<file path="src/design/b64e_pkg.sv">
// Shared types, constants and the Base64 alphabet lookup for the stream encoder.
package b64e_pkg;

  localparam int unsigned CharW    = 7;
  localparam int unsigned MaxChars = 5;
  localparam int unsigned CntW     = 3;

  localparam logic [CharW-1:0] PadChar   = 7'h3D;
  localparam logic [CharW-1:0] DigitZero = 7'h30;

  // Byte position within the current three-byte group.
  typedef enum logic [1:0] {
    PHASE_FIRST  = 2'd0,
    PHASE_SECOND = 2'd1,
    PHASE_THIRD  = 2'd2
  } phase_e;

  // Characters produced by one input transaction, slot 0 goes out first.
  typedef struct packed {
    logic [MaxChars-1:0][CharW-1:0] chars;
    logic [CntW-1:0]                count;
    logic                           eot;
  } char_list_t;

  // Maps a sextet onto the standard alphabet A-Z a-z 0-9 + /.
  function automatic logic [CharW-1:0] sextet_char(input logic [5:0] v);
    logic [CharW-1:0] ch;
    if (v < 6'd26) begin
      ch = 7'h41 + {1'b0, v};
    end else if (v < 6'd52) begin
      ch = 7'h61 + {1'b0, v - 6'd26};
    end else if (v < 6'd62) begin
      ch = 7'h30 + {1'b0, v - 6'd52};
    end else if (v == 6'd62) begin
      ch = 7'h2B;
    end else begin
      ch = 7'h2F;
    end
    return ch;
  endfunction

endpackage

</file>
<file path="src/design/base64_stream_encoder.sv">
// Base64 stream encoder: one raw byte in, prefix, alphabet and pad characters out.
// Output: the first character of a byte is registered and appears in the cycle after its transaction.
// Throughput: one character per cycle while the output port is ready; a byte yields
// one or two characters, up to five at buffer start or end.
// Reset: asynchronous active low; item size returns to 1, group state clears,
// and the next byte starts a new buffer with its prefix character.
module base64_stream_encoder (
  input  logic       clk_i,
  input  logic       rst_ni,
  input  logic       cfg_we_i,
  input  logic [3:0] cfg_wdata_i,    // item_size
  input  logic       s_axis_tvalid,
  output logic       s_axis_tready,
  input  logic [7:0] s_axis_tdata,   // [7:0] data_byte
  input  logic       s_axis_tlast,   // last_byte
  output logic       m_axis_tvalid,
  input  logic       m_axis_tready,
  output logic [7:0] m_axis_tdata,   // [6:0] out_char, [7] zero
  output logic       m_axis_tlast    // end_of_text
);

  b64e_pkg::char_list_t         list;
  logic                         accept;
  logic                         load_ready;
  logic [b64e_pkg::CharW-1:0]   out_char;

  assign s_axis_tready = load_ready;
  assign accept        = s_axis_tvalid && load_ready;
  assign m_axis_tdata  = {1'b0, out_char};

  b64e_group_encode u_encode (
    .clk_i       (clk_i),
    .rst_ni      (rst_ni),
    .cfg_we_i    (cfg_we_i),
    .cfg_wdata_i (cfg_wdata_i),
    .accept_i    (accept),
    .data_byte_i (s_axis_tdata),
    .last_byte_i (s_axis_tlast),
    .list_o      (list)
  );

  b64e_out_queue u_queue (
    .clk_i        (clk_i),
    .rst_ni       (rst_ni),
    .load_i       (accept),
    .list_i       (list),
    .load_ready_o (load_ready),
    .valid_o      (m_axis_tvalid),
    .ready_i      (m_axis_tready),
    .char_o       (out_char),
    .last_o       (m_axis_tlast)
  );

endmodule

</file>
<file path="src/design/b64e_group_encode.sv">
// Group state, item size register and per-byte character generation.
module b64e_group_encode (
  input  logic                 clk_i,
  input  logic                 rst_ni,
  input  logic                 cfg_we_i,
  input  logic [3:0]           cfg_wdata_i,
  input  logic                 accept_i,
  input  logic [7:0]           data_byte_i,
  input  logic                 last_byte_i,
  output b64e_pkg::char_list_t list_o
);

  logic [3:0]       item_size_q;
  b64e_pkg::phase_e phase_q, phase_d;
  logic [7:0]       held_q, held_d;
  logic             start_q;

  logic [3:0][b64e_pkg::CharW-1:0] base;
  logic [b64e_pkg::CntW-1:0]       base_n;
  logic [b64e_pkg::CharW-1:0]      prefix;

  assign prefix = b64e_pkg::DigitZero + {3'b000, item_size_q};

  always_comb begin
    base    = '0;
    base_n  = '0;
    phase_d = phase_q;
    held_d  = held_q;
    case (phase_q)
      b64e_pkg::PHASE_SECOND: begin
        base[0] = b64e_pkg::sextet_char({held_q[1:0], data_byte_i[7:4]});
        if (last_byte_i) begin
          base[1] = b64e_pkg::sextet_char({data_byte_i[3:0], 2'b00});
          base[2] = b64e_pkg::PadChar;
          base_n  = 3'd3;
        end else begin
          base_n  = 3'd1;
          held_d  = data_byte_i;
          phase_d = b64e_pkg::PHASE_THIRD;
        end
      end
      b64e_pkg::PHASE_THIRD: begin
        base[0] = b64e_pkg::sextet_char({held_q[3:0], data_byte_i[7:6]});
        base[1] = b64e_pkg::sextet_char(data_byte_i[5:0]);
        base_n  = 3'd2;
        phase_d = b64e_pkg::PHASE_FIRST;
      end
      default: begin
        base[0] = b64e_pkg::sextet_char(data_byte_i[7:2]);
        if (last_byte_i) begin
          base[1] = b64e_pkg::sextet_char({data_byte_i[1:0], 4'b0000});
          base[2] = b64e_pkg::PadChar;
          base[3] = b64e_pkg::PadChar;
          base_n  = 3'd4;
        end else begin
          base_n  = 3'd1;
          held_d  = data_byte_i;
          phase_d = b64e_pkg::PHASE_SECOND;
        end
      end
    endcase
    if (last_byte_i) begin
      phase_d = b64e_pkg::PHASE_FIRST;
      held_d  = '0;
    end
  end

  // The prefix character, when due, takes slot 0 and pushes the group characters up.
  always_comb begin
    list_o.chars = start_q ? {base, prefix} : {{b64e_pkg::CharW{1'b0}}, base};
    list_o.count = base_n + {2'b00, start_q};
    list_o.eot   = last_byte_i;
  end

  always_ff @(posedge clk_i or negedge rst_ni) begin
    if (!rst_ni) begin
      item_size_q <= 4'd1;
      phase_q     <= b64e_pkg::PHASE_FIRST;
      held_q      <= '0;
      start_q     <= 1'b1;
    end else begin
      if (cfg_we_i) begin
        item_size_q <= cfg_wdata_i;
      end
      if (accept_i) begin
        phase_q <= phase_d;
        held_q  <= held_d;
        start_q <= last_byte_i;
      end
    end
  end

endmodule

</file>
<file path="src/design/b64e_out_queue.sv">
// Result register holding up to five characters, drained one per transaction.
module b64e_out_queue (
  input  logic                        clk_i,
  input  logic                        rst_ni,
  input  logic                        load_i,
  input  b64e_pkg::char_list_t        list_i,
  output logic                        load_ready_o,
  output logic                        valid_o,
  input  logic                        ready_i,
  output logic [b64e_pkg::CharW-1:0]  char_o,
  output logic                        last_o
);

  logic [b64e_pkg::MaxChars-1:0][b64e_pkg::CharW-1:0] chars_q;
  logic [b64e_pkg::CntW-1:0]                          cnt_q;
  logic                                               eot_q;
  logic                                               pop;

  assign valid_o      = (cnt_q != '0);
  assign pop          = valid_o && ready_i;
  assign char_o       = chars_q[0];
  assign last_o       = eot_q && (cnt_q == 3'd1);
  // A new list may load in the same cycle that the final character leaves.
  assign load_ready_o = (cnt_q == '0) || ((cnt_q == 3'd1) && ready_i);

  always_ff @(posedge clk_i or negedge rst_ni) begin
    if (!rst_ni) begin
      cnt_q <= '0;
    end else if (load_i) begin
      cnt_q <= list_i.count;
    end else if (pop) begin
      cnt_q <= cnt_q - 3'd1;
    end
  end

  always_ff @(posedge clk_i) begin
    if (load_i) begin
      chars_q <= list_i.chars;
      eot_q   <= list_i.eot;
    end else if (pop) begin
      chars_q <= {{b64e_pkg::CharW{1'b0}}, chars_q[b64e_pkg::MaxChars-1:1]};
    end
  end

endmodule

</file>
<file path="config.mk">
export PLATFORM = sky130hd
export DESIGN_NAME = base64_stream_encoder
export DESIGN_NICKNAME = d
export VERILOG_FILES = /design/src/design/b64e_pkg.sv /design/src/design/base64_stream_encoder.sv /design/src/design/b64e_group_encode.sv /design/src/design/b64e_out_queue.sv
export SDC_FILE = /design/constraint.sdc
export NUM_CORES = 1
export LEC_CHECK = 0
export ABC_AREA = 1
export BUFFER_PORTS_ARGS = -buffer_cell sky130_fd_sc_hd__buf_2
export CAP_MARGIN = 20
export CORE_MARGIN = 10
export CORE_UTILIZATION = 40
export CTS_CLUSTER_SIZE = 40
export DETAILED_ROUTE_END_ITERATION = 16
export GPL_TIMING_DRIVEN = 0
export PLACE_DENSITY_LB_ADDON = 0.08
export SLEW_MARGIN = 5
export SYNTH_ARGS = -nofsm -noshare
export SYNTH_HDL_FRONTEND = slang
export SYNTH_HIERARCHICAL = 1
export SYNTH_SLANG_ARGS = --single-unit
export TNS_END_PERCENT = 10
</file>
<file path="constraint.sdc">
create_clock -name clk_i -period 2.75 [get_ports clk_i]
set_clock_uncertainty 0.05 [all_clocks]
set_input_delay 0.55 -clock clk_i [delete_from_list [all_inputs] [get_ports clk_i]]
set_output_delay 0.55 -clock clk_i [all_outputs]
set_load 0.02 [all_outputs]
</file>
==> results.py, run 1 <==
metrics = {
    "synth": {
        "syn_avg_cell_area_sq_um": 6.89,
        "synth_enable_flop_cells": 36,
        "syn_area_sq_mm": 0.00531,
        "synth_ff_type": "edfxtp_1",
        "ys_seq_elements": 50,
        "yosysSeqAreaShare_pct": 27.0,
        "yosysWarnings": 6,
        "synth_cells": 770,
        "ys_types": 42,
        "synthArstFlopShare_pct": 28.0,
    },
    "die": {
        "num_rows": 42,
        "io_pins": 29,
        "fp.dieH_um": 135,
        "start_util_pct": 40.4,
        "die-area_sq_mm": 0.0183,
        "core_area_sq_mm": 0.0131,
        "die_x_um": 135,
    },
    "grt": {
        "grt_pass1_vias": 4770,
        "grt_max_degree": 41,
        "grt-ovfl-total": 0,
        "grt_first_pass_wirelength_um": 23800,
        "antenna_found_initial": 0,
        "grt_util_all_layers_pct": 15.7,
    },
    "cells_and_area": {
        "fin_util_pct": 44.9,
        "syn_to_final_growth_pct": 11.2,
        "n_fill_cell": 1428,
        "regArea_sq_mm": 0.00144,
        "final_common_cell": "nand2_1",
        "diodes": 0,
        "final_nets": 881,
        "drive_gt1_share_pct": 18.4,
        "final_cell_mix": "289 x nand2_1, 64 x inv_1, 62 x nand3_1",
        "multi_input_area_sq_mm": 0.00318,
        "stdcell_count": 991,
    },
    "placement": {
        "placed_cells": 976,
        "io_buffers": 27,
        "place.gp.congestion": 0.917,
        "dp_hpwl_um": 11100,
        "place_ws_ps": -258,
    },
    "clock_network": {
        "cts_buffers": 5,
        "clockRootBuffer": "clkbuf_16",
        "clkTransAtPathRegs_ps": 60,
        "worst_skew_pair.late_latency_ps": 280,
        "cts_buffer_depth": 2,
        "htreeDepth": 2,
        "cts_tree": "yes",
        "clock-sinks": 50,
    },
    "worst_setup_path": {
        "critPathMaxFanout": 8,
        "arrival_ps": 2650,
        "critPathMaxStageDelay_ps": 280,
        "crit_buf_inv": 4,
        "worstPathCellList": "buf_2 > buf_8 > inv_2 > ha_1 > a21oi_2 > xor2_1 > ha_1 > nand3_1 > nand2_1 > inv_1 > nand2_1 > nand3_1 > nand2_1 > nand2_1 > nand2_1 > nand2_1 > nand2_1 > nand2_1 > nand2_1 > nand2_1",
        "path_class": "in -> reg",
        "required_ps": 2740,
        "cpMostUsedCell": "nand2_1",
        "worst_setup_path_start_kind": "input pin",
        "crit_path_top_delay_cell": "ha_1",
        "setup.worst_path.end_class": "register",
        "crit_family": "simple AND/OR/NAND/NOR gates",
    },
    "power_and_ir_drop": {
        "pwr-share-seq_pct": 26.8,
        "p_leak_nw": 3.05,
        "power_switching_w": 0.00257,
        "peakVddDrop_mv": 0.477,
        "power_w": 0.00540,
        "p_int_w": 0.00284,
        "power.share.clock_pct": 11.0,
        "powerDensity_mw_per_mm2": 916,
        "p_sw_share_pct": 47.5,
        "combPwrFrac_pct": 62.3,
    },
    "detailed_routing": {
        "vias": 4954,
        "drtPass1Iterations": 5,
        "wirelength_um": 14300,
        "via_per_inst": 5.00,
        "postRouteAntennaNets": 0,
        "routedWlPerCell_um": 14.5,
        "drt_iter0_drc": 285,
        "drc": 0,
    },
    "run": {
        "drv_cap": 0,
    },
    "timing": {
        "hold_viol_final": 0,
        "slew_headroom_pct": 38.8,
        "worst_pin_slew_ps": 915,
        "drv_slew": 0,
        "rsz0062_at_grt": "true",
        "period_needed_ps": 2650,
        "finalSetupViolCount": 0,
        "postLayoutSetupSlackWorst_ps": 99.0,
        "finalCritPeriodShare_pct": 96.4,
        "fmaxAchievable_mhz": 377,
    },
    "status": {
        "status": "finished, final reports clean",
    },
    "min_path": {
        "hp-class": "in -> async",
    },
}
-- power by group through the flow --
stage	clock network, W	registers [W]	logic, W
2_1_floorplan	0	0.00142	0.00247
3_3_place_gp	0	0.00145	0.00325
3_5_place_dp	0	0.00146	0.00330
4_1_cts	0.000609	0.00145	0.00331
5_1_grt	0.000646	0.00148	0.00382
6_report	0.000592	0.00145	0.00337
-- metal layers --
| metal | GRT usage (%) | vias to the layer above | wire, um |
|---|---|---|---|
| li1 | - | 2516 | - |
| met1 | 21.6 | 2311 | 6900 |
| met2 | 25.9 | 119 | 6680 |
| met3 | 2.30 | 8 | 686 |
| met4 | 1.91 | 0 | 78 |
| met5 | 0 | - | 0 |
-- cells by family after synthesis --
logic type / share of synthesized area, %
AND/OR/NAND/NOR: 33.5
other: 0.142
multiplexers: 0.424
flip-flops: 27.0
buffers and inverters: 13.3
adder cells (fa/ha/maj): 11.6
XOR/XNOR: 3.96
AO/OA/AOI/OAI: 10.1
-- layout make-up --
type,instances,share of cell area (%)
Clock inverter,2,0.233
Buffer,50,6.72
Timing Repair Buffer,34,3.18
Multi-Input combinational cell,589,54.0
Inverter,84,5.66
Tap cell,176,3.73
Sequential cell,50,24.3
Clock buffer,6,2.18
-- sequential cells by signal, indices dropped and copies added, names as in the netlist --
name and cells:
u_queue/cnt_q 3, u_encode/held_q 4, u_encode/phase_q 2, u_queue/char_o 7
u_queue/chars_q 28, u_encode/start_q 1, u_queue/eot_q 1, u_encode/item_size_q 4
-- worst paths after layout --
check	start	end	slack, ps	depth (start not counted)
min	rst_ni	u_queue/cnt_q[0]	120	1
max in group asynchronous	rst_ni	u_encode/start_q	2230	1
max	s_axis_tdata[3]	u_queue/chars_q[19]	100	20
max reg2reg	u_encode/held_q[0]	u_queue/char_o[5]	160	16
min in group clk_i	cfg_wdata_i[0]	u_encode/item_size_q[0]	440	3
min reg2reg	u_queue/chars_q[21]	u_queue/chars_q[14]	460	2
-- synth_stat cells, types with 4 or more instances --
cell type	instances	area [sq um]
nand2_1	289	1080
inv_1	67	251
nand3_1	62	310
ha_1	49	613
edfxtp_1	36	1080
o21ai_0	31	155
nor2_1	30	113
buf_4	26	195
xor2_1	20	175
o21ai_1	19	95.1
nand2_2	18	113
a21oi_1	14	70.1
inv_2	14	52.6
buf_2	12	60.1
dfrtp_1	12	300
buf_6	11	124
o211ai_1	7	52.6
o22ai_1	5	31.3
a31oi_1	4	25.0
nand4_1	4	25.0
nor2_2	4	25.0
xnor2_1	4	35.0
-- timing repair --
action,in CTS,in global routing
setup buffers,0,7
endpoints found under the setup margin,0,11
hold buffers,0,0
gates resized for setup,0,10
-- per-stage QoR --
step	setup TNS [ps]	instance area, sq um	hold WS, ps
after floorplan	0	5320	204
after global routing	-63.6	5900	139
after detailed placement	-1520	5670	425
after global placement	-1690	5670	418
final	0	5900	118
after CTS	0	5810	122
(Power assumes the default switching activity.)
==> run 2: changes to the inputs <==
--- a/config.mk
+++ b/config.mk
@@ -9,7 +9,7 @@
 export BUFFER_PORTS_ARGS = -buffer_cell sky130_fd_sc_hd__buf_2
 export CAP_MARGIN = 20
 export CORE_MARGIN = 10
-export CORE_UTILIZATION = 40
+export CORE_UTILIZATION = 64
 export CTS_CLUSTER_SIZE = 40
 export DETAILED_ROUTE_END_ITERATION = 16
 export GPL_TIMING_DRIVEN = 0
==> run 2 against run 1 <==
Effect of this change:
- flip-flop and latch count did not move
- power down 1.9%
- global-route usage grew 4.3 points
- sequential power about the same
- die area is 33% lower
- combinational power decreased by 1%
- register-to-register slack better by 50 ps
- utilization up 26 points
- non-clock buffer count rose by 2
- sequential share of layout area grew 0.46 points
- via count up 1.2%
- first-iteration DRC count increased by 56%
- critical path type unchanged
- largest cell class unchanged
==> results.py, run 2 (synthesis gave the netlist of run 1 again) <==
metrics = {
    "min_path": {
        "hp-class": "in -> async",
    },
    "worst_setup_path": {
        "crit_path_top_delay_cell": "ha_1",
        "critPathMaxFanout": 10,
        "worstPathCellList": "buf_2 > buf_4 > clkinvlp_4 > ha_1 > xor2_1 > ha_1 > nand3_1 > nand2_1 > inv_1 > nand2_1 > nand3_1 > nand2_1 > nand3_1 > nand2_1 > nand2_1 > nand2_1 > nand2_1",
        "cpMostUsedCell": "nand2_1",
        "worst_setup_path_start_kind": "input pin",
        "path_class": "in -> reg",
        "setup.worst_path.end_class": "register",
        "critPathMaxStageDelay_ps": 290,
        "required_ps": 2770,
        "arrival_ps": 2650,
    },
    "grt": {
        "grt_first_pass_wirelength_um": 21400,
        "antenna_found_initial": 0,
        "grt_util_all_layers_pct": 20.0,
        "grt_max_degree": 41,
        "grt-ovfl-total": 0,
        "grt_pass1_vias": 4641,
    },
    "clock_network": {
        "htreeDepth": 2,
        "cts_buffers": 5,
        "clockRootBuffer": "clkbuf_8",
        "clock-sinks": 50,
        "clkTransAtPathRegs_ps": 90,
        "worst_skew_pair.late_latency_ps": 310,
        "cts_tree": "yes",
        "cts_buffer_depth": 2,
    },
    "timing": {
        "drv_slew": 0,
        "finalCritPeriodShare_pct": 95.8,
        "worst_pin_slew_ps": 893,
        "fmaxAchievable_mhz": 380,
        "rsz0062_at_grt": "false",
        "finalSetupViolCount": 0,
        "slew_headroom_pct": 40.2,
        "period_needed_ps": 2630,
        "hold_viol_final": 0,
    },
    "cells_and_area": {
        "top_register": "u_queue/chars_q",
        "final_nets": 883,
        "largest_reg_flops": 28,
        "drive_gt1_share_pct": 18.6,
        "final_common_cell": "nand2_1",
        "syn_to_final_growth_pct": 9.13,
        "final_cell_area_sq_mm": 0.00579,
        "final_cell_mix": "289 x nand2_1, 64 x inv_1, 62 x nand3_1",
        "diodes": 0,
    },
    "placement": {
        "placed_cell_area_sq_mm": 0.00558,
        "place.gp.congestion": 0.914,
        "io_buffers": 27,
        "dp_hpwl_um": 9710,
    },
    "power_and_ir_drop": {
        "power_w": 0.00530,
        "p_leak_nw": 3.04,
        "peakVddDrop_mv": 0.686,
        "powerDensity_mw_per_mm2": 916,
    },
    "detailed_routing": {
        "via_per_inst": 5.44,
        "wirelength_um": 12700,
        "vias": 5013,
        "drtPass1Iterations": 6,
        "drc": 0,
        "routedWlPerCell_um": 13.8,
        "drt_iter0_drc": 444,
        "postRouteAntennaNets": 0,
    },
    "die": {
        "num_rows": 33,
        "core_area_sq_mm": 0.00813,
        "start_util_pct": 65.2,
        "fp.dieH_um": 111,
        "die_x_um": 111,
        "die-area_sq_mm": 0.0123,
        "io_pins": 29,
    },
    "status": {
        "status": "finished, final reports clean",
    },
    "run": {
        "drv_cap": 0,
    },
}
[run 2: layout make-up]
| cell class | instances | area (sq um) |
|---|---|---|
| Timing Repair Buffer | 36 | 203 |
| Inverter | 84 | 334 |
| Tap cell | 105 | 131 |
| Multi-Input combinational cell | 589 | 3180 |
| Fill cell | 703 | 2340 |
| Buffer | 50 | 393 |
| Clock inverter | 2 | 37.5 |
| Sequential cell | 50 | 1440 |
| Clock buffer | 6 | 72.6 |
[run 2: critical path: cells and delay by family]
family        cells  cell delay (ps)
fa+ha+maj         2              560
buf+inv           4              550
simple gates     10              860
xor+xnor          1              160
[run 2: where the power goes]
part	internal, W	total [W]	switching (W)
combinational	0.00120	0.00333	0.00213
sequential	0.00131	0.00145	0.000138
clock	0.000272	0.000521	0.000249
total	0.00278	0.00530	0.00252
[run 2: repair_timing]
action / CTS / global route
resized for setup: 0 / 9
buffers inserted: 0 / 9
endpoints found under the setup margin: 0 / 3
hold buffers: 0 / 0
[run 2: metrics by stage]
stage | utilization (%) | setup WS (ps) | std cells | hold WS, ps | TNS, ps
4_1_cts | 70.0 | 34.7 | 913 | 89.7 | 0
3_3_place_gp | 68.6 | -136 | 905 | 423 | -319
5_1_grt | 71.2 | 6.46 | 922 | 111 | 0
6_report | 71.2 | 115 | 922 | 81.7 | 0
2_1_floorplan | - | 361 | 773 | 204 | 0
3_5_place_dp | 68.6 | -151 | 905 | 429 | -639
[run 2: final timing paths]
check / from / endpoint / slack [ps] / cells after the start
max: s_axis_tdata[6] / u_queue/char_o[5] / 120 / 17
min reg2reg: u_encode/item_size_q[0] / u_encode/item_size_q[0] / 460 / 2
min: rst_ni / u_encode/phase_q[1] / 80 / 1
max reg2reg: u_encode/held_q[0] / u_queue/char_o[5] / 210 / 16
min in group clk_i: cfg_wdata_i[0] / u_encode/item_size_q[0] / 410 / 3
max in group asynchronous: rst_ni / u_encode/item_size_q[0] / 2260 / 1
[run 2: routing by layer]
metal | wire length, um | vias to the layer above | GRT usage, %
li1 | - | 2521 | -
met1 | 5760 | 2264 | 26.5
met2 | 5810 | 210 | 33.0
met3 | 1000 | 18 | 3.41
met4 | 167 | 0 | 4.54
met5 | 0 | - | 0
==> run 3: changes to the inputs <==
--- a/config.mk
+++ b/config.mk
@@ -8,11 +8,12 @@
 export ABC_AREA = 1
 export BUFFER_PORTS_ARGS = -buffer_cell sky130_fd_sc_hd__buf_2
 export CAP_MARGIN = 20
-export CORE_MARGIN = 10
+export CORE_MARGIN = 3
 export CORE_UTILIZATION = 64
 export CTS_CLUSTER_SIZE = 40
 export DETAILED_ROUTE_END_ITERATION = 16
 export GPL_TIMING_DRIVEN = 0
+export HOLD_SLACK_MARGIN = 0.1
 export PLACE_DENSITY_LB_ADDON = 0.08
 export SLEW_MARGIN = 5
 export SYNTH_ARGS = -nofsm -noshare
==> run 3 against run 2 <==
Effect of this change:
- sequential share of layout area grew 0.34 points
- sequential power is essentially flat
- utilization grew 1.2 points
- flip-flop and latch count is the same
- count of clock-buffer cells in the layout shrank 1
- first-iteration DRC count shrank 9.2%
- critical path depth grew 2
- via count grew 0.68%
- critical endpoint is now u_queue/chars_q[19]
- largest cell class unchanged
- highest routed layer unchanged
==> results.py, run 3 (synthesis gave the netlist of run 1 again) <==
metrics = {
    "worst_setup_path": {
        "crit_buf_inv": 4,
        "worst_setup_path_start_kind": "input pin",
        "crit_family": "simple AND/OR/NAND/NOR gates",
        "crit_path_top_delay_cell": "ha_1",
        "cpMostUsedCell": "nand2_1",
        "required_ps": 2780,
        "path_class": "in -> reg",
        "setup.worst_path.end_class": "register",
        "critPathMaxStageDelay_ps": 290,
        "worstPathCellList": "buf_2 > buf_4 > inv_1 > ha_1 > xor2_1 > ha_1 > nand3_1 > nand2_1 > inv_1 > nand2_1 > nand3_1 > nand2_1 > nand2_1 > nand2_1 > nand2_1 > nand2_1 > nand2_1 > nand2_1 > nand2_1",
        "arrival_ps": 2660,
        "critPathMaxFanout": 9,
    },
    "grt": {
        "grt_util_all_layers_pct": 26.7,
        "antenna_found_initial": 0,
        "grt_pass1_vias": 4620,
        "grt-ovfl-total": 0,
        "grt_first_pass_wirelength_um": 21200,
        "grt_max_degree": 41,
    },
    "cells_and_area": {
        "diodes": 0,
        "drive_gt1_share_pct": 17.6,
        "largest_reg_flops": 28,
        "final_cell_mix": "289 x nand2_1, 66 x inv_1, 62 x nand3_1",
        "final_nets": 877,
        "syn_to_final_growth_pct": 7.67,
        "fin_util_pct": 72.4,
        "n_fill_cell": 701,
        "top_register": "u_queue/chars_q",
        "final_common_cell": "nand2_1",
    },
    "clock_network": {
        "clkTransAtPathRegs_ps": 100,
        "cts_buffers": 5,
        "cts_buffer_depth": 2,
        "worst_skew_pair.late_latency_ps": 310,
        "cts_tree": "yes",
        "clock-sinks": 50,
        "clockRootBuffer": "clkbuf_8",
        "htreeDepth": 2,
    },
    "die": {
        "start_util_pct": 67.3,
        "die_x_um": 97.0,
        "die-area_sq_mm": 0.00942,
        "core_area_sq_mm": 0.00789,
        "fp.dieH_um": 97.0,
        "io_pins": 29,
        "num_rows": 32,
    },
    "power_and_ir_drop": {
        "p_int_w": 0.00268,
        "powerDensity_mw_per_mm2": 906,
        "p_leak_nw": 3.02,
        "combPwrFrac_pct": 63.1,
        "peakVddDrop_mv": 0.682,
        "power.share.clock_pct": 8.9,
        "pwr-share-seq_pct": 28.0,
        "power_switching_w": 0.00250,
        "p_sw_share_pct": 48.3,
    },
    "placement": {
        "place.gp.congestion": 0.939,
        "dp_hpwl_um": 9740,
        "io_buffers": 27,
    },
    "timing": {
        "slew_headroom_pct": 41.0,
        "period_needed_ps": 2630,
        "drv_slew": 0,
        "worst_pin_slew_ps": 882,
        "finalCritPeriodShare_pct": 95.8,
        "fmaxAchievable_mhz": 380,
        "hold_viol_final": 0,
        "hold_ws_ps": 404,
        "rsz0062_at_grt": "true",
        "finalSetupViolCount": 0,
    },
    "status": {
        "status": "finished, final reports clean",
    },
    "detailed_routing": {
        "wirelength_um": 12500,
        "vias": 5047,
        "postRouteAntennaNets": 0,
        "routedWlPerCell_um": 13.6,
        "via_per_inst": 5.53,
        "drc": 0,
        "drtPass1Iterations": 6,
        "drt_iter0_drc": 403,
    },
    "min_path": {
        "hp-class": "in -> reg",
    },
    "run": {
        "drv_cap": 0,
    },
}
==> run 3: cell types whose count changed in the layout (fill, tap and decap cells not counted), moves of 2 or more <==
cell / change
buf_4: -6
inv_1: +2
clkinv_4: +2
clkinvlp_4: -3
==> run 3: final timing paths <==
check / cells after the start / endpoint / slack, ps / from
max: 19 / u_queue/chars_q[19] / 120 / s_axis_tdata[2]
min in group asynchronous: 2 / u_encode/item_size_q[3] / 610 / rst_ni
min reg2reg: 2 / u_encode/item_size_q[0] / 460 / u_encode/item_size_q[0]
max reg2reg: 16 / u_queue/chars_q[12] / 210 / u_encode/held_q[0]
max in group asynchronous: 2 / u_encode/start_q / 1740 / rst_ni
min: 3 / u_encode/item_size_q[0] / 400 / cfg_wdata_i[0]
==> run 3: layout make-up <==
class	count	area, sq um	area share, %
Multi-Input combinational cell	589	3180	55.7
Clock buffer	5	68.8	1.20
Sequential cell	50	1440	25.1
Timing Repair Buffer	30	160	2.80
Clock inverter	3	28.8	0.504
Tap cell	102	128	2.23
Buffer	50	385	6.75
Inverter	84	327	5.72
==> run 3: power groups by stage <==
stage | Clock [W] | Sequential [W] | Combinational, W
2_1_floorplan | 0 | 0.00142 | 0.00247
6_report | 0.000461 | 0.00145 | 0.00326
4_1_cts | 0.000465 | 0.00145 | 0.00320
5_1_grt | 0.000506 | 0.00149 | 0.00370
3_5_place_dp | 0 | 0.00146 | 0.00318
3_3_place_gp | 0 | 0.00145 | 0.00310
==> run 3: per-layer routing <==
layer	track usage [%]	up-vias	part of all wire, %
met3	3.24	26	8.5
met5	0	-	0
met2	42.4	239	45
li1	-	2515	-
met4	7.88	0	2.1
met1	38.3	2267	44
==> run 3: through the flow <==
step           instances  setup TNS [ps]  setup WS, ps  area [sq um]  power, W
4_1_cts              911               0          95.5          5690   0.00511
3_3_place_gp         902            -333          -120          5580   0.00455
2_1_floorplan        773               0           361          5320   0.00389
5_1_grt              913           -9.42         -5.48          5710   0.00569
3_5_place_dp         902            -723          -174          5580   0.00464
6_report             913               0           115          5710   0.00517
==> run 3: what timing repair did <==
action / 4_1_cts / 5_1_grt
gates resized for setup: 0 / 4
endpoints found under the hold margin: 12 / 0
buffers inserted: 0 / 2
endpoints found under the setup margin: 0 / 6
hold buffers: 1 / 0
==> run 3: worst reg2reg max path, delay by kind of cell (launching register included) <==
family                     cells  cell delay [ps]
and+or+nand+nor               10              600
adders and majority gates      2              560
buffers and inverters          3              480
DFF                            1              440
xor gates and xnor gates       1              160
